--- src/hw/rtl/disk_erode_mask_fusion_unit_assert.svh ---
// Assertion macros shared by the disk erosion and fusion RTL.
`ifndef DISK_ERODE_MASK_FUSION_UNIT_ASSERT_SVH
`define DISK_ERODE_MASK_FUSION_UNIT_ASSERT_SVH

// The condition must hold in the same cycle as the trigger.
`define DEM_ASSERT_IMPLY(name, clk, rst, pre, post) \
   name: assert property (@(posedge clk) disable iff (rst) (pre) |-> (post)) \
      else $error("same-cycle check failed");

// The condition must hold in the cycle after the trigger.
`define DEM_ASSERT_NEXT(name, clk, rst, pre, post) \
   name: assert property (@(posedge clk) disable iff (rst) (pre) |=> (post)) \
      else $error("next-cycle check failed");

`endif

--- src/hw/rtl/dem_fifo.sv ---
`default_nettype none
module dem_fifo #(
   parameter int WIDTH = 8,
   parameter int ADDR_W = 1
) (
   input  wire logic             clock,
   input  wire logic             reset,
   input  wire logic             push,
   input  wire logic [WIDTH-1:0] push_data,
   input  wire logic             pop,
   output logic [WIDTH-1:0]      head,
   output logic                  empty,
   output logic                  full
);
   localparam int DEPTH = 1 << ADDR_W;

   logic [WIDTH-1:0] slot_ff [DEPTH];
   logic [ADDR_W:0]  wptr_ff, wptr_in;
   logic [ADDR_W:0]  rptr_ff, rptr_in;

   assign empty = (wptr_ff == rptr_ff);
   assign full = (wptr_ff[ADDR_W] != rptr_ff[ADDR_W]) &&
                 (wptr_ff[ADDR_W-1:0] == rptr_ff[ADDR_W-1:0]);
   assign head = slot_ff[rptr_ff[ADDR_W-1:0]];

   always_comb begin
      wptr_in = wptr_ff;
      rptr_in = rptr_ff;
      if (push && !full) begin
         wptr_in = wptr_ff + 1'b1;
      end
      if (pop && !empty) begin
         rptr_in = rptr_ff + 1'b1;
      end
   end

   always_ff @(posedge clock) begin
      if (reset) begin
         wptr_ff <= '0;
         rptr_ff <= '0;
      end else begin
         wptr_ff <= wptr_in;
         rptr_ff <= rptr_in;
      end
      if (push && !full) begin
         slot_ff[wptr_ff[ADDR_W-1:0]] <= push_data;
      end
   end
endmodule
`default_nettype wire

--- config.mk ---
export PLATFORM = sky130hd
export DESIGN_NAME = dem_fifo
export DESIGN_NICKNAME = d
export VERILOG_FILES = /design/src/hw/rtl/disk_erode_mask_fusion_unit_assert.svh /design/src/hw/rtl/dem_fifo.sv
export SDC_FILE = /design/constraint.sdc
export NUM_CORES = 1
export LEC_CHECK = 0
export BUFFER_PORTS_ARGS = -buffer_cell sky130_fd_sc_hd__buf_4
export CAP_MARGIN = 10
export CORE_UTILIZATION = 40
export CTS_CLUSTER_SIZE = 30
export DETAILED_ROUTE_END_ITERATION = 8
export GPL_ROUTABILITY_DRIVEN = 0
export GPL_TIMING_DRIVEN = 0
export PLACE_DENSITY = 0.65
export SKIP_LAST_GASP = 1
export SYNTH_ARGS = -nofsm -noshare
export SYNTH_HDL_FRONTEND = slang
export SYNTH_SLANG_ARGS = --single-unit
--- constraint.sdc ---
create_clock -name clock -period 1.5 [get_ports clock]
set_input_delay 0.225 -clock clock [delete_from_list [all_inputs] [get_ports clock]]
set_output_delay 0.225 -clock clock [all_outputs]
set_load 0.03 [all_outputs]
==> results of run 1 <==
[how the worst max path moves through the flow]
stage / to / startpoint / slack [ps]
global placement: slot_ff[1][5] / wptr_ff[0] / -270
floorplan: slot_ff[1][0] / wptr_ff[0] / 50
global route: head[4] / flop / -10
CTS: head[4] / flop / 20
detailed placement: slot_ff[1][5] / wptr_ff[0] / -330
finish: head[6] / flop / 50
[critical path: stages, from the launching register on]
cell     delay [ps]
dfxtp_4         420
mux2_2          340
buf_4           170
[flip-flops by register name, summed over array words and instances (netlist names), named ones only]
name     flops
rptr_ff      2
wptr_ff      2
slot_ff     16
[cell usage in the layout, fill, tap and decap left out, drive strengths merged, types with 2 or more instances in the layout]
master | Yosys | routed
a21oi | 3 | 3
a311oi | 3 | 3
buf | 1 | 22
clkbuf | 2 | 3
dfxtp | 5 | 5
edfxtp | 16 | 16
mux2 | 8 | 8
mux2i | 2 | 2
nand2 | 4 | 4
nor2 | 6 | 6
xor2 | 2 | 2
[per-stage QoR]
stage / cells / hold slack (ps)
after floorplan: 58 / 292.9
after global placement: 106 / 409.9
after detailed placement: 106 / 412.8
after CTS: 108 / 92.17
after global routing: 108 / 76.14
final: 108 / 105.5
[routing by layer]
layer | wire length [microns] | track usage, % | part of all wire, % | vias to the layer above
li1 | - | - | - | 260
met1 | 523 | 12.50 | 42 | 247
met2 | 662 | 19.48 | 53 | 13
met3 | 62 | 5.975 | 4.9 | 2
met4 | 11 | 5.882 | 0.87 | 0
met5 | 0 | 0 | 0 | -
[area by class of cell]
type | count | area share, %
Clock buffer | 3 | 2.043
Multi-Input combinational cell | 33 | 24.74
Timing Repair Buffer | 21 | 15.32
Clock inverter | 1 | 0.4540
Inverter | 1 | 0.3405
Sequential cell | 21 | 53.35
Tap cell | 27 | 3.065
Buffer | 1 | 0.6810
[cell families (layout without fill, tap and decap cells)]
group / count (synthesis) / count (layout)
xor+xnor: 3 / 3
mux: 10 / 10
flops: 21 / 21
compound gates: 8 / 8
simple gates: 12 / 12
buf+inv: 4 / 27
[power by group through the flow]
stage	Sequential, mW	Clock (mW)	Combinational (mW)
2_1_floorplan	0.697	0	0.187
3_3_place_gp	0.698	0	0.283
3_5_place_dp	0.700	0	0.286
4_1_cts	0.700	0.268	0.275
5_1_grt	0.707	0.290	0.300
6_report	0.701	0.252	0.281
[repair_timing]
action	CTS	global route
setup endpoints to repair	18	18
gates resized for setup	4	8
setup buffers	0	0
pin swaps	0	1
==> run metrics, run 1 <==
Worst Setup Slack, final 50.54 ps; internal power of the cells 0.8989 mW; Antenna diodes 0; asr flop ratio synth 0%; crit end category output pin; CTS sink cnt 21; Iter 0 DRT Violations 2; VDD IR-drop max 0.7412 mV; Die Y 48.32 microns; fill count 164; Mapped Avg Cell Area 14.80 sq um; Switch Pwr 0.3351 mW; largest family of logic cells by synthesized area multiplexers; status completed; most frequent cell after synthesis edfxtp_1; slew margin rel. 65.83%; ratio of cells with drive above 1 in the final layout 51.85%; Critical Path RT 1270 ps; startpoint types flop; Combinational Power Share 22.8%; core area 1982 sq um; FF-to-FF End slot_ff[1][1]; Synth warnings 0; Worst EP arrival 1220 ps; maxcap violations 0; later-pin clock latency in the skew report 290 ps; reg2reg path depth 2; Die Width 48.32 microns; IO Pins 22; post-synthesis adder-cell area fraction 0%; Pwr per Cell Area 1119 nW/um^2; FP Rows 16; xor/xnor share of the synthesized area 3.936%; DRC 0; WS Path Type flop to output pin; first-pass GRT wire length 1973 microns; final WL 1260 microns; drt wl/cell 11.67 microns; CTS max path bufs 2; Hold Path Class input port to flop; largest net degree at the start of global routing 13; unrepaired setup endpoints after global routing true; Peak Freq 0.6899 GHz; Yosys reg bits 21; Final Skew 0.9729 ps; root buf cell clkbuf_4; grt total ovfl 0; vias in the first global route 487; TritonCTS Buffers 3; leakage 0.4290 nW; fin util 55.62%; final hold violation count 0; final setup fails 0; max-slew violation count 0; beginning of the worst hold path reset; period utilisation layout 96.63%; Sequential Power Share 56.8%; clock-pin slew on the worst setup and hold paths 100 ps; Worst Path Max Fanout 8; Sw Share 27.16%; r2r setup slk 140 ps; post-synthesis compound-gate area fraction 7.580%; hold buffers post-CTS 0; launching point of the worst reg2reg path rptr_ff[1]; initial antenna violation count 0; Detailed Place HPWL 914.9 microns; number of synthesized flops with an enable pin 16; Pre-antenna DRT Iters 4; Area Growth Syn to Fin 28.43%; Hold Path End wptr_ff[0]; hold path depth 2; mapped cell area 858.3 sq um; Pwr Total 1.234 mW; gr usage total 11.84%; Final #Nets 94; synth cell count leaders 16 x edfxtp_1, 8 x mux2_2, 6 x nor2_1; register area 588.1 sq um; Final Cell Area 1102 sq um; multi-input logic area 272.8 sq um; Worst-Margin Slew 512.5 ps; Syn Inst Count 58; CTS tree built; setup tns final 0 ps; placed inst area 1050 sq um; Place WS -332.2 ps; sequential fraction of the synthesis area 67.64%; Synth area leader edfxtp_1; clock network power share 20.4%; Yosys cell types 18; Routed Antenna Nets 0; post-synth top area share 55.98%; simple-gate portion of the synthesized area 6.122%; Synth area leaders edfxtp_1 56%, dfxtp_1 12%, mux2_2 10%; Synth Flop Type edfxtp_1; mux share of post-synthesis cell area 12.83%; port bufs 21; Mapped Nets 70; Vias 522; Starting Density 43.31%; area of the die 2335 sq um; Final Critical Period 1449 ps; via/cell ratio 4.833; CTS H-tree depth 1
Power figures use the tool's default switching activity.
==> inputs of run 2 (changes only) <==
--- a/config.mk
+++ b/config.mk
@@ -7,12 +7,12 @@
 export LEC_CHECK = 0
 export BUFFER_PORTS_ARGS = -buffer_cell sky130_fd_sc_hd__buf_4
 export CAP_MARGIN = 10
-export CORE_UTILIZATION = 40
+export CORE_UTILIZATION = 45
 export CTS_CLUSTER_SIZE = 30
 export DETAILED_ROUTE_END_ITERATION = 8
 export GPL_ROUTABILITY_DRIVEN = 0
 export GPL_TIMING_DRIVEN = 0
-export PLACE_DENSITY = 0.65
+export PLACE_DENSITY = 0.72
 export SKIP_LAST_GASP = 1
 export SYNTH_ARGS = -nofsm -noshare
 export SYNTH_HDL_FRONTEND = slang
==> run metrics, run 2 (synthesis gave the netlist of run 1 again) <==
r2r setup slk 120 ps; VDD IR-drop max 0.7500 mV; CTS H-tree depth 1; beginning of the worst hold path reset; Pre-antenna DRT Iters 4; Vias 534; Starting Density 48.65%; maxcap violations 0; WS Path Type flop to output pin; port bufs 21; initial antenna violation count 0; Die Y 45.68 microns; critical-path cell list mux2_2 > buf_4; max incr delay on CP 420 ps; first-pass GRT wire length 1869 microns; CTS sink cnt 21; period utilisation layout 96.84%; Final Skew 4.292 ps; max-slew violation count 0; gr usage total 13.60%; Worst Path Max Fanout 8; Routed Antenna Nets 0; fill count 164; FP Rows 15; DRC 0; core area 1764 sq um; area of the die 2086 sq um; startpoint types flop; Detailed Place HPWL 979.1 microns; Final Critical Period 1453 ps; commonest non-fill, non-tap cell in the layout buf_4; via/cell ratio 5.086; drt wl/cell 12.93 microns; Final #Nets 93; Worst EP arrival 1230 ps; clock-pin slew on the worst setup and hold paths 110 ps; status completed; hold path depth 2; Post CTS Setup Buffer Count 0; max FFs per register 16; IO Pins 22; worst hold margin 104.3 ps; Critical Path RT 1270 ps; Peak Freq 0.6884 GHz; grt total ovfl 0; fin util 62.62%; vias in the first global route 447; Antenna diodes 0; Die Width 45.68 microns; Hold Path End wptr_ff[1]; Top delay family on crit path flip-flops; crit end category output pin; Pwr per Cell Area 1126 nW/um^2; final WL 1358 microns; root buf cell clkbuf_4; final hold violation count 0; FF-to-FF End slot_ff[1][6]; leakage 0.4240 nW; most frequent cells in the layout 20 x buf_4, 16 x edfxtp_1, 8 x mux2_2, 6 x nor2_1; Hold Path Class input port to flop; Area Growth Syn to Fin 28.72%; launching point of the worst reg2reg path rptr_ff[1]; CTS tree built; slew margin rel. 67.24%; later-pin clock latency in the skew report 290 ps; unrepaired setup endpoints after global routing true; Crit-path slowest cell dfxtp_4; Buffers & Inverters on Critical Path 1; TritonCTS Buffers 3; Iter 0 DRT Violations 13; final setup fails 0; reg2reg path depth 2; ratio of cells with drive above 1 in the final layout 53.75%; largest net degree at the start of global routing 13; CTS max path bufs 2; Worst-Margin Slew 491.5 ps
## run 2: cell types whose count changed in the layout (fill, tap and decap cells not counted)
cell and delta:
xor2_1 -1, dfxtp_1 -1, xnor2_4 +1, xor2_2 +1, xnor2_2 -1, dfxtp_2 +1
buf_6 -2, buf_4 +1
## run 2: worst register-to-register path: stages, from the launching register on
cell and delay, ps:
dfxtp_2 400, xor2_2 200, a21oi_2 430
## run 2: what timing repair did
action	4_1_cts	5_1_grt
pin swaps	0	3
resized for setup	5	6
endpoints found under the setup margin	18	13
hold buffers	0	0
## run 2: metal layers
metal,routed length [microns],up-vias,track usage (%)
li1,-,259,-
met1,582,259,16.45
met2,701,14,21.71
met3,54,2,3.968
met4,19,0,7.273
met5,0,-,0
## run 2: area by class of cell
type / instances / area (sq um) / share of cell area [%]
clock buffers: 3 / 22.52 / 2.039
clock inverters: 1 / 5.005 / 0.4530
multi-input cells: 33 / 291.5 / 26.39
well taps: 25 / 31.28 / 2.831
flip-flops and latches: 21 / 589.3 / 53.34
inverters: 1 / 3.754 / 0.3398
repair buffers: 21 / 161.4 / 14.61
## run 2: worst max-delay path by stage
stage / from / endpoint / slack [ps] / depth (start not counted)
3_3_place_gp: wptr_ff[0] / slot_ff[1][0] / -230 / 3
6_report: flop / head[7] / 50 / 2
4_1_cts: rptr_ff[1] / full / -4 / 3
2_1_floorplan: wptr_ff[0] / slot_ff[1][0] / 50 / 3
3_5_place_dp: wptr_ff[0] / slot_ff[1][3] / -250 / 3
5_1_grt: flop / head[1] / -7 / 2
## run 2: through the flow
step	total power, mW	std cells	cell area, sq um	setup TNS, ps	setup slack [ps]
4_1_cts	1.246	106	1084	-10.12	-4.010
6_report	1.244	105	1105	0	47.44
3_5_place_dp	0.9902	104	1047	-2007	-250.9
2_1_floorplan	0.8842	58	858.3	0	54.38
5_1_grt	1.297	105	1105	-10.52	-7.458
3_3_place_gp	0.9821	104	1047	-1806	-226.0
## run 2: where the power goes
group	switching (mW)	internal, mW
sequential	0.0396	0.675
combinational	0.151	0.124
clock	0.155	0.0990
total	0.346	0.898
