## config.mk

```make
export PLATFORM = sky130hd
export DESIGN_NAME = dem_back
export DESIGN_NICKNAME = d
export VERILOG_FILES = /design/src/hw/rtl/dem_pkg.sv /design/src/hw/rtl/dem_div.sv /design/src/hw/rtl/dem_back.sv
export VERILOG_INCLUDE_DIRS = /design/src /design/src/hw/rtl
export SDC_FILE = /design/constraint.sdc
export NUM_CORES = 2
export LEC_CHECK = 0
export ABC_AREA = 1
export BUFFER_PORTS_ARGS = -buffer_cell sky130_fd_sc_hd__buf_2
export CELL_PAD_IN_SITES_DETAIL_PLACEMENT = 0
export CELL_PAD_IN_SITES_GLOBAL_PLACEMENT = 1
export CORE_ASPECT_RATIO = 1.2
export CORE_UTILIZATION = 30
export CTS_BUF_LIST = sky130_fd_sc_hd__clkbuf_4 sky130_fd_sc_hd__clkbuf_8 sky130_fd_sc_hd__clkbuf_16
export DETAILED_ROUTE_END_ITERATION = 10
export PLACE_DENSITY_LB_ADDON = 0.1
export SLEW_MARGIN = 5
export SYNTH_ARGS = -nofsm -noshare
export SYNTH_HDL_FRONTEND = slang
export SYNTH_SLANG_ARGS = --single-unit
```

## constraint.sdc

```tcl
create_clock -name clock -period 6.7 [get_ports clock]
set_input_delay 0.67 -clock clock [delete_from_list [all_inputs] [get_ports clock]]
set_output_delay 0.67 -clock clock [all_outputs]
set_load 0.005 [all_outputs]
```

## src/hw/rtl/disk_erode_mask_fusion_unit_assert.svh

```systemverilog
// Assertion macros shared by the disk erosion and fusion RTL.
`ifndef DISK_ERODE_MASK_FUSION_UNIT_ASSERT_SVH
`define DISK_ERODE_MASK_FUSION_UNIT_ASSERT_SVH

// The condition must hold in the same cycle as the trigger.
`define DEM_ASSERT_IMPLY(name, clk, rst, pre, post) \
   name: assert property (@(posedge clk) disable iff (rst) (pre) |-> (post)) \
      else $error("same-cycle check failed");

// The condition must hold in the cycle after the trigger.
`define DEM_ASSERT_NEXT(name, clk, rst, pre, post) \
   name: assert property (@(posedge clk) disable iff (rst) (pre) |=> (post)) \
      else $error("next-cycle check failed");

`endif

```

## src/hw/rtl/dem_pkg.sv

```systemverilog
`default_nettype none
package dem_pkg;

   localparam logic [12:0] ONE_Q12 = 13'd4096;
   localparam int CNT_W = 26;
   localparam int DIV_NW = 26;
   localparam int DIV_DW = 20;

   localparam logic [2:0] CSR_COLUMNS = 3'd0;
   localparam logic [2:0] CSR_ROWS = 3'd1;
   localparam logic [2:0] CSR_RADIUS = 3'd2;
   localparam logic [2:0] CSR_CORE_THR = 3'd3;
   localparam logic [2:0] CSR_WEAK_THR = 3'd4;

   typedef struct packed {
      logic [12:0] cols;
      logic [12:0] rows;
      logic [3:0]  radius;
      logic [12:0] core_thr;
      logic [12:0] weak_thr;
   } cfg_type;

   // The store slots of the pixel travel with it, so the back end needs no remainder.
   typedef struct packed {
      logic             is_pass;
      logic             eof;
      logic [15:0]      value;
      logic [25:0]      index;
      logic [CNT_W-1:0] sec_slot;
      logic [CNT_W-1:0] pri_slot;
   } job_type;

   typedef struct packed {
      logic [15:0] fused;
      logic        eof;
   } result_type;

   function automatic logic [12:0] clamp_q12(input logic [15:0] v);
      logic [12:0] r;
      if (v[15]) begin
         r = '0;
      end else if (v[14:0] > 15'd4096) begin
         r = ONE_Q12;
      end else begin
         r = v[12:0];
      end
      return r;
   endfunction

   function automatic logic [12:0] clamp_thr(input logic [12:0] v);
      return (v > ONE_Q12) ? ONE_Q12 : v;
   endfunction

endpackage
`default_nettype wire

```

## src/hw/rtl/dem_div.sv

```systemverilog
`default_nettype none
module dem_div (
   input  wire logic                        clock,
   input  wire logic                        reset,
   input  wire logic                        start,
   input  wire logic [dem_pkg::DIV_NW-1:0]  numer,
   input  wire logic [dem_pkg::DIV_DW-1:0]  denom,
   output logic                             busy,
   output logic                             done,
   output logic [dem_pkg::DIV_NW-1:0]       quotient,
   output logic [dem_pkg::DIV_DW-1:0]       remainder
);
   import dem_pkg::*;

   logic [DIV_NW-1:0] quo_ff, quo_in;
   logic [DIV_DW-1:0] rem_ff, rem_in;
   logic [DIV_DW-1:0] den_ff, den_in;
   logic [4:0]        cnt_ff, cnt_in;
   logic              busy_ff, busy_in;
   logic              done_ff, done_in;
   logic [DIV_DW:0]   trial;

   assign busy = busy_ff;
   assign done = done_ff;
   assign quotient = quo_ff;
   assign remainder = rem_ff;

   // Restoring division, one quotient bit per cycle.
   always_comb begin
      quo_in = quo_ff;
      rem_in = rem_ff;
      den_in = den_ff;
      cnt_in = cnt_ff;
      busy_in = busy_ff;
      done_in = 1'b0;
      trial = {rem_ff, quo_ff[DIV_NW-1]};
      if (start && !busy_ff) begin
         quo_in = numer;
         rem_in = '0;
         den_in = denom;
         cnt_in = 5'(DIV_NW);
         busy_in = 1'b1;
      end else if (busy_ff) begin
         if (trial >= {1'b0, den_ff}) begin
            rem_in = DIV_DW'(trial - {1'b0, den_ff});
            quo_in = {quo_ff[DIV_NW-2:0], 1'b1};
         end else begin
            rem_in = trial[DIV_DW-1:0];
            quo_in = {quo_ff[DIV_NW-2:0], 1'b0};
         end
         cnt_in = cnt_ff - 1'b1;
         if (cnt_ff == 5'd1) begin
            busy_in = 1'b0;
            done_in = 1'b1;
         end
      end
   end

   always_ff @(posedge clock) begin
      if (reset) begin
         busy_ff <= 1'b0;
         done_ff <= 1'b0;
         cnt_ff <= '0;
      end else begin
         busy_ff <= busy_in;
         done_ff <= done_in;
         cnt_ff <= cnt_in;
      end
      quo_ff <= quo_in;
      rem_ff <= rem_in;
      den_ff <= den_in;
   end
endmodule
`default_nettype wire

```

## src/hw/rtl/dem_back.sv

```systemverilog
`default_nettype none
`include "disk_erode_mask_fusion_unit_assert.svh"
module dem_back #(
   parameter int SEC_DEPTH = 23808,
   parameter int PRI_DEPTH = 11536
) (
   input  wire logic                        clock,
   input  wire logic                        reset,
   input  wire dem_pkg::cfg_type            cfg,
   input  wire logic                        job_empty,
   input  wire dem_pkg::job_type            job,
   output logic                             job_pop,
   output logic [$clog2(SEC_DEPTH)-1:0]     sec_raddr,
   input  wire logic [12:0]                 sec_rdata,
   output logic [$clog2(PRI_DEPTH)-1:0]     pri_raddr,
   input  wire logic [15:0]                 pri_rdata,
   input  wire logic                        out_full,
   output logic                             out_push,
   output dem_pkg::result_type              out_item,
   output logic                             idle
);
   import dem_pkg::*;

   localparam int SAW = $clog2(SEC_DEPTH);
   localparam int PAW = $clog2(PRI_DEPTH);

   localparam logic [4:0] ST_IDLE  = 5'd0;
   localparam logic [4:0] ST_DIV_Y = 5'd1;
   localparam logic [4:0] ST_SETUP = 5'd4;
   localparam logic [4:0] ST_ADDR  = 5'd5;
   localparam logic [4:0] ST_SCAN  = 5'd6;
   localparam logic [4:0] ST_DRAIN = 5'd7;
   localparam logic [4:0] ST_CHECK = 5'd8;
   localparam logic [4:0] ST_DIV_C = 5'd9;
   localparam logic [4:0] ST_SQ    = 5'd10;
   localparam logic [4:0] ST_CUBE  = 5'd11;
   localparam logic [4:0] ST_DIV_W = 5'd12;
   localparam logic [4:0] ST_BLEND = 5'd13;
   localparam logic [4:0] ST_MIX_A = 5'd14;
   localparam logic [4:0] ST_MIX_B = 5'd15;
   localparam logic [4:0] ST_PUSH  = 5'd16;

   logic [4:0]        state_ff, state_in;
   logic [25:0]       k_ff, k_in;
   logic              eof_ff, eof_in;
   logic [12:0]       x_ff, x_in, y_ff, y_in;
   logic [SAW-1:0]    ksec_ff, ksec_in;
   logic [PAW-1:0]    kpri_ff, kpri_in;
   logic [12:0]       x0_ff, x0_in, x1_ff, x1_in, y1_ff, y1_in;
   logic [12:0]       xx_ff, xx_in, yy_ff, yy_in;
   logic [3:0]        dxl_ff, dxl_in;
   logic [SAW-1:0]    prod_ff, prod_in;
   logic [SAW-1:0]    row_ff, row_in, addr_ff, addr_in;
   logic              hit_ff, hit_in;
   logic [12:0]       m_ff, m_in;
   logic [12:0]       p_ff, p_in;
   logic [12:0]       t_ff, t_in;
   logic [24:0]       sq_ff, sq_in;
   logic              phase_ff, phase_in;
   logic [12:0]       strength_ff, strength_in;
   logic [12:0]       weak_ff, weak_in;
   logic [12:0]       blend_ff, blend_in;
   logic [25:0]       mix_ff, mix_in;
   logic [15:0]       res_ff, res_in;

   logic              div_start, div_busy, div_done;
   logic [DIV_NW-1:0] div_numer, div_quo;
   logic [DIV_DW-1:0] div_denom, div_rem;

   logic [12:0]       y0, x0, y1, x1, dyu, dxl, ct, wt, pc, cap_q, target;
   logic [13:0]       ysum, xsum;
   logic [3:0]        dx4, dy4;
   logic [12:0]       dxw, dyw;
   logic [8:0]        dsq, rr;
   logic              in_disk;
   logic [SAW:0]      start_addr, row_next;
   logic [38:0]       cube;
   logic [25:0]       bprod, mprod;

   dem_div u_div (
      .clock     (clock),
      .reset     (reset),
      .start     (div_start),
      .numer     (div_numer),
      .denom     (div_denom),
      .busy      (div_busy),
      .done      (div_done),
      .quotient  (div_quo),
      .remainder (div_rem)
   );

   assign idle = (state_ff == ST_IDLE);
   assign sec_raddr = addr_ff;
   assign pri_raddr = kpri_ff;
   assign out_item.fused = res_ff;
   assign out_item.eof = eof_ff;

   always_comb begin
      // Disk window, clipped at the frame edges.
      y0 = (y_ff > 13'(cfg.radius)) ? y_ff - 13'(cfg.radius) : '0;
      x0 = (x_ff > 13'(cfg.radius)) ? x_ff - 13'(cfg.radius) : '0;
      ysum = {1'b0, y_ff} + 14'(cfg.radius);
      xsum = {1'b0, x_ff} + 14'(cfg.radius);
      y1 = (ysum < {1'b0, cfg.rows}) ? ysum[12:0] : cfg.rows - 1'b1;
      x1 = (xsum < {1'b0, cfg.cols}) ? xsum[12:0] : cfg.cols - 1'b1;
      dyu = y_ff - y0;
      dxl = x_ff - x0;

      dxw = (xx_ff >= x_ff) ? xx_ff - x_ff : x_ff - xx_ff;
      dyw = (yy_ff >= y_ff) ? yy_ff - y_ff : y_ff - yy_ff;
      dx4 = dxw[3:0];
      dy4 = dyw[3:0];
      dsq = 9'(8'(dx4) * 8'(dx4)) + 9'(8'(dy4) * 8'(dy4));
      rr = 9'(8'(cfg.radius) * 8'(cfg.radius));
      in_disk = (dsq <= rr);

      // The disk's first entry lies behind the center by whole rows and columns.
      start_addr = {1'b0, ksec_ff} - {1'b0, prod_ff} - (SAW + 1)'(dxl_ff);
      if (start_addr[SAW]) begin
         start_addr = start_addr + (SAW + 1)'(SEC_DEPTH);
      end
      row_next = {1'b0, row_ff} + (SAW + 1)'(cfg.cols);
      if (row_next >= (SAW + 1)'(SEC_DEPTH)) begin
         row_next = row_next - (SAW + 1)'(SEC_DEPTH);
      end

      ct = clamp_thr(cfg.core_thr);
      wt = clamp_thr(cfg.weak_thr);
      pc = clamp_q12(pri_rdata);
      cap_q = (div_quo > 26'(ONE_Q12)) ? ONE_Q12 : div_quo[12:0];
      target = (p_ff > m_ff) ? p_ff : m_ff;
      cube = 39'(sq_ff) * 39'(14'd12288 - {t_ff, 1'b0});
      bprod = strength_ff * weak_ff;
      mprod = target * blend_ff;

      state_in = state_ff;
      k_in = k_ff;
      eof_in = eof_ff;
      x_in = x_ff;
      y_in = y_ff;
      ksec_in = ksec_ff;
      kpri_in = kpri_ff;
      x0_in = x0_ff;
      x1_in = x1_ff;
      y1_in = y1_ff;
      xx_in = xx_ff;
      yy_in = yy_ff;
      dxl_in = dxl_ff;
      prod_in = prod_ff;
      row_in = row_ff;
      addr_in = addr_ff;
      hit_in = 1'b0;
      m_in = m_ff;
      p_in = p_ff;
      t_in = t_ff;
      sq_in = sq_ff;
      phase_in = phase_ff;
      strength_in = strength_ff;
      weak_in = weak_ff;
      blend_in = blend_ff;
      mix_in = mix_ff;
      res_in = res_ff;
      job_pop = 1'b0;
      out_push = 1'b0;
      div_start = 1'b0;
      div_numer = DIV_NW'(k_ff);
      div_denom = DIV_DW'(cfg.cols);

      case (state_ff)
         ST_IDLE: begin
            if (!job_empty) begin
               job_pop = 1'b1;
               k_in = job.index;
               eof_in = job.eof;
               ksec_in = job.sec_slot[SAW-1:0];
               kpri_in = job.pri_slot[PAW-1:0];
               if (job.is_pass) begin
                  res_in = job.value;
                  state_in = ST_PUSH;
               end else begin
                  div_start = 1'b1;
                  div_numer = DIV_NW'(job.index);
                  state_in = ST_DIV_Y;
               end
            end
         end
         ST_DIV_Y: begin
            if (div_done) begin
               y_in = div_quo[12:0];
               x_in = div_rem[12:0];
               state_in = ST_SETUP;
            end
         end
         ST_SETUP: begin
            x0_in = x0;
            x1_in = x1;
            y1_in = y1;
            xx_in = x0;
            yy_in = y0;
            dxl_in = dxl[3:0];
            prod_in = SAW'(dyu[3:0] * cfg.cols);
            state_in = ST_ADDR;
         end
         ST_ADDR: begin
            row_in = start_addr[SAW-1:0];
            addr_in = start_addr[SAW-1:0];
            m_in = ONE_Q12;
            state_in = ST_SCAN;
         end
         ST_SCAN: begin
            // Read data arrives in the cycle after its address; the hit flag follows it.
            hit_in = in_disk;
            if (hit_ff && (sec_rdata < m_ff)) begin
               m_in = sec_rdata;
            end
            if (xx_ff == x1_ff) begin
               if (yy_ff == y1_ff) begin
                  state_in = ST_DRAIN;
               end else begin
                  yy_in = yy_ff + 1'b1;
                  xx_in = x0_ff;
                  row_in = row_next[SAW-1:0];
                  addr_in = row_next[SAW-1:0];
               end
            end else begin
               xx_in = xx_ff + 1'b1;
               addr_in = (addr_ff == SAW'(SEC_DEPTH - 1)) ? '0 : addr_ff + 1'b1;
            end
         end
         ST_DRAIN: begin
            if (hit_ff && (sec_rdata < m_ff)) begin
               m_in = sec_rdata;
            end
            state_in = ST_CHECK;
         end
         ST_CHECK: begin
            p_in = pc;
            if ((m_ff < ct) || (pc >= wt)) begin
               res_in = 16'(pc);
               state_in = ST_PUSH;
            end else if (ct == ONE_Q12) begin
               strength_in = ONE_Q12;
               div_start = 1'b1;
               div_numer = DIV_NW'({pc, 12'd0});
               div_denom = DIV_DW'(wt);
               state_in = ST_DIV_W;
            end else begin
               div_start = 1'b1;
               div_numer = DIV_NW'({m_ff - ct, 12'd0});
               div_denom = DIV_DW'(ONE_Q12 - ct);
               state_in = ST_DIV_C;
            end
         end
         ST_DIV_C: begin
            if (div_done) begin
               t_in = cap_q;
               phase_in = 1'b0;
               state_in = ST_SQ;
            end
         end
         ST_DIV_W: begin
            if (div_done) begin
               t_in = cap_q;
               phase_in = 1'b1;
               state_in = ST_SQ;
            end
         end
         ST_SQ: begin
            sq_in = 25'(t_ff * t_ff);
            state_in = ST_CUBE;
         end
         ST_CUBE: begin
            if (!phase_ff) begin
               strength_in = cube[36:24];
               div_start = 1'b1;
               div_numer = DIV_NW'({p_ff, 12'd0});
               div_denom = DIV_DW'(wt);
               state_in = ST_DIV_W;
            end else begin
               weak_in = ONE_Q12 - cube[36:24];
               state_in = ST_BLEND;
            end
         end
         ST_BLEND: begin
            blend_in = (bprod[25:12] > 14'(ONE_Q12)) ? ONE_Q12 : bprod[24:12];
            state_in = ST_MIX_A;
         end
         ST_MIX_A: begin
            mix_in = p_ff * (ONE_Q12 - blend_ff);
            state_in = ST_MIX_B;
         end
         ST_MIX_B: begin
            res_in = 16'((27'(mix_ff) + 27'(mprod)) >> 12);
            state_in = ST_PUSH;
         end
         ST_PUSH: begin
            if (!out_full) begin
               out_push = 1'b1;
               state_in = ST_IDLE;
            end
         end
         default: begin
            state_in = ST_IDLE;
         end
      endcase
   end

   always_ff @(posedge clock) begin
      if (reset) begin
         state_ff <= ST_IDLE;
         hit_ff <= 1'b0;
      end else begin
         state_ff <= state_in;
         hit_ff <= hit_in;
      end
      k_ff <= k_in;
      eof_ff <= eof_in;
      x_ff <= x_in;
      y_ff <= y_in;
      ksec_ff <= ksec_in;
      kpri_ff <= kpri_in;
      x0_ff <= x0_in;
      x1_ff <= x1_in;
      y1_ff <= y1_in;
      xx_ff <= xx_in;
      yy_ff <= yy_in;
      dxl_ff <= dxl_in;
      prod_ff <= prod_in;
      row_ff <= row_in;
      addr_ff <= addr_in;
      m_ff <= m_in;
      p_ff <= p_in;
      t_ff <= t_in;
      sq_ff <= sq_in;
      phase_ff <= phase_in;
      strength_ff <= strength_in;
      weak_ff <= weak_in;
      blend_ff <= blend_in;
      mix_ff <= mix_in;
      res_ff <= res_in;
   end

   `DEM_ASSERT_IMPLY(a_div_start_idle, clock, reset, div_start, !div_busy)
   `DEM_ASSERT_IMPLY(a_core_in_range, clock, reset, state_ff == ST_CHECK, m_ff <= ONE_Q12)
   `DEM_ASSERT_NEXT(a_scan_exit, clock, reset, state_ff == ST_SCAN, state_ff == ST_SCAN || state_ff == ST_DRAIN)
endmodule
`default_nettype wire

```

==> impl_metrics.env <==
export IMPL_yosys_cell_count_top_type="nand2_1"
export IMPL_fin_crit_ns=6.95
export IMPL_skew_ns=0.0377
export IMPL_hpwlAfterDp_mm=190
export IMPL_synth_seq_cells=414
export IMPL_min_path_cells=1
export IMPL_coreArea_mm2=0.210
export IMPL_hold_path_class="in2reg"
export IMPL_yosysWarnings=0
export IMPL_grt_pass1_wl_mm=346
export IMPL_seq_area_mm2=0.0121
export IMPL_grt_max_degree=59
export IMPL_gr_usage_met1_pct=26.6
export IMPL_cp_common_cell="nand2_4"
export IMPL_multi_input_area_mm2=0.0466
export IMPL_start_util_pct=30.2
export IMPL_routedWlPerCell_um=19.7
export IMPL_crit_path_end_kind="flip-flop"
export IMPL_dr_pass1_iters=5
export IMPL_grt_pass1_vias=57200
export IMPL_period_share_pct=104
export IMPL_globalRouteMet3Util_pct=1.89
export IMPL_stdcell_count=11500
export IMPL_top_usage_layer="met2"
export IMPL_crit_arrival_ns=7.37
export IMPL_status="complete, but fails checks"
export IMPL_cpMaxStageDelayCell="fa_1"
export IMPL_cts_buffers=56
export IMPL_clk_latency_ns=0.69
export IMPL_vias=53400
export IMPL_ys_seq_area_share_pct=19.1
export IMPL_clkTransAtPathRegs_ns=0.06
export IMPL_async_flop_share_pct=0
export IMPL_grt_setup_unrepaired="true"
export IMPL_power_leakage_nw=39.2
export IMPL_num_io_pins=234
export IMPL_fillCellCount=22000
export IMPL_cts_root_buf="clkbuf_16"
export IMPL_setup_tns_ns=-3.06
export IMPL_synth_ff_type="edfxtp_1"
export IMPL_drt_first_iter_violations=2609
export IMPL_start_kind="flip-flop"
export IMPL_max_slew_worst_pin_slew_ns=1.25
export IMPL_yosysTopAreaCell="fa_1"
export IMPL_required_ns=7.11
export IMPL_synthTopCellsByArea="fa_1 26%, edfxtp_1 18%, ha_1 14%"
export IMPL_netlist_area_mm2=0.0634
export IMPL_synth_edf_count=381
export IMPL_cts_num_sinks=414
export IMPL_gp_congestion=0.905
export IMPL_synth_distinct_cells=70
export IMPL_setup_ws_ns=-0.252
export IMPL_drive_gt1_share_pct=19.6
export IMPL_vias_per_cell=4.63
export IMPL_cts_max_path_buffers=3
export IMPL_setup_viol=25
export IMPL_drv_slew=0
export IMPL_dieArea_mm2=0.213
export IMPL_slew_limit_headroom_pct=16.5
export IMPL_routed_wl_mm=228
export IMPL_overflow=0
export IMPL_crit_fanout=7
export IMPL_grtUsageTotal_pct=21.3
export IMPL_crit_path_max_incr_delay_ns=0.54
export IMPL_synth_top_area_share_pct=25.6
export IMPL_die_w_um=422
export IMPL_final_util_pct=37.2
export IMPL_postSynthCellCount=7902
export IMPL_fmax_ghz=0.144
export IMPL_irDropWorstVdd_v=0.000258
export IMPL_numPortBuffers=210
export IMPL_nNetsFinal=10400
export IMPL_maxCapViolCount=0
export IMPL_critical_path_class="reg2reg"
export IMPL_power_density_mw_per_mm2=200
export IMPL_fp_dieH_um=506
export IMPL_violations="negative setup slack"
export IMPL_synth_common_cells="1779 x nand2_1, 1774 x inv_1, 811 x fa_1, 684 x ha_1, 635 x nor2_1"
export IMPL_h_tree_depth=2
export IMPL_ff2ff_path_depth=37
export IMPL_num_rows=184
export IMPL_area_growth_pct=23.3
export IMPL_hold_violations=0
export IMPL_ant_nets=0
export IMPL_grt_met2_usage_pct=38.9
export IMPL_cts_tree="done"
export IMPL_drc=0
export IMPL_dpl_cell_count=11300
export IMPL_grt_antenna_before_repair=28
export IMPL_dp_slack_ns=-0.636
export IMPL_syn_avg_cell_area_um2=8.02
state kept, by name (all words and copies together), names as in the netlist, 14 cells and up:
register / flops
ksec_ff: 15
u_div.remainder: 20
sec_raddr: 15
pri_raddr: 14
prod_ff: 15
res_ff: 16
row_ff: 15
sq_ff: 24
u_div.quotient: 26
u_div.den_ff: 14
k_ff: 26
mix_ff: 26
per-layer routing:
metal	vias up	share of wire (%)
met2	822	51
met3	241	3.0
met1	26300	43
li1	26100	-
met4	2	3.0
met5	-	0.0044
report_power, final:
| part | leakage [nW] | internal (mW) | switching (mW) | total, mW |
|---|---|---|---|---|
| Clock | 0.957 | 1.94 | 1.35 | 3.30 |
| Combinational | 34.4 | 3.55 | 5.05 | 8.60 |
| Sequential | 3.75 | 3.47 | 0.260 | 3.73 |
cells in the final DEF (no fill, tap or decap), types with 26 or more instances in the layout:
cell type  netlist  final
inv_1         1774   1675
nand2_1       1779   1640
fa_1           811    771
ha_1           684    622
buf_4            7    621
nor2_1         635    544
edfxtp_1       381    381
a21oi_1        319    274
nand3_1        251    219
buf_2           26    210
o21ai_0        229    185
xor2_1         168    161
nand2_2         13    108
inv_2           22    106
xnor2_1         80     79
nand4_1         76     76
nor2_2          14     66
o21ai_1         42     62
buf_6            4     61
ha_4             0     59
clkbuf_16        0     59
nor3_1          66     54
nor2_4           5     44
nand2_4          0     43
a21oi_2          8     42
fa_2             0     40
dfxtp_1         33     33
o211ai_1        29     29
nand3_2          4     27
nor4_1          33     26
layout make-up:
| cell class | instances | share of cell area, % |
|---|---|---|
| multi-input combinational | 5490 | 59.7 |
| sequential | 414 | 15.5 |
| timing repair buffer | 923 | 8.98 |
| inverter | 1810 | 8.79 |
| tap | 2790 | 4.47 |
| clock buffer | 61 | 1.84 |
| clock inverter | 44 | 0.674 |
| antenna | 13 | 0.0416 |
| timing repair inverter | 2 | 0.0192 |
path summary, 6_finish.rpt:
| path | slack (ns) | endpoint | from |
|---|---|---|---|
| worst min register to register | 0.49 | u_div.cnt_ff[3]$_SDFFE_PP0P_ | u_div.cnt_ff[3]$_SDFFE_PP0P_ |
| worst max-delay path | -0.25 | weak_ff[10]$_DFFE_PP_ | t_ff[1]$_SDFFCE_PN0P_ |
| worst max register to register | -0.25 | weak_ff[10]$_DFFE_PP_ | t_ff[1]$_SDFFCE_PN0P_ |
| worst min-delay path | 0.15 | eof_ff$_DFFE_PP_ | job[94] |
metrics by stage:
step                instance area (um^2)  power, mW  hold slack [ns]
floorplan                          63500       8.35            0.437
global placement                   71900       11.1            0.475
detailed placement                 71900       11.1            0.475
CTS                                75900       15.3           0.0805
global route                       78100       16.9            0.113
finish                             78100       15.6            0.150
critical path, delay by kind of cell, from the launching register on:
kind / cells / cell delay (ns)
compound gates: 2 / 0.33
fa+ha+maj: 8 / 3.26
simple gates: 19 / 1.69
flops: 1 / 0.45
xor+xnor: 1 / 0.13
buf+inv: 7 / 0.79
logic make-up after synthesis:
group | after synthesis | synth area share (%)
xor+xnor | 253 | 3.56
other cells | 2 | 0.0118
compound gates | 807 | 7.30
mux | 1 | 0.0158
fa+ha+maj | 1495 | 39.1
simple gates | 2924 | 18.9
buf+inv | 2006 | 12.0
flops | 414 | 19.1
timing repair:
action / CTS / global route
setup buffers: 52 / 70
gates cloned: 3 / 3
resized for setup: 412 / 443
pin swaps: 135 / 246
endpoints found under the setup margin: 49 / 54
hold buffers: 0 / 0
Power figures use the tool's default switching activity.
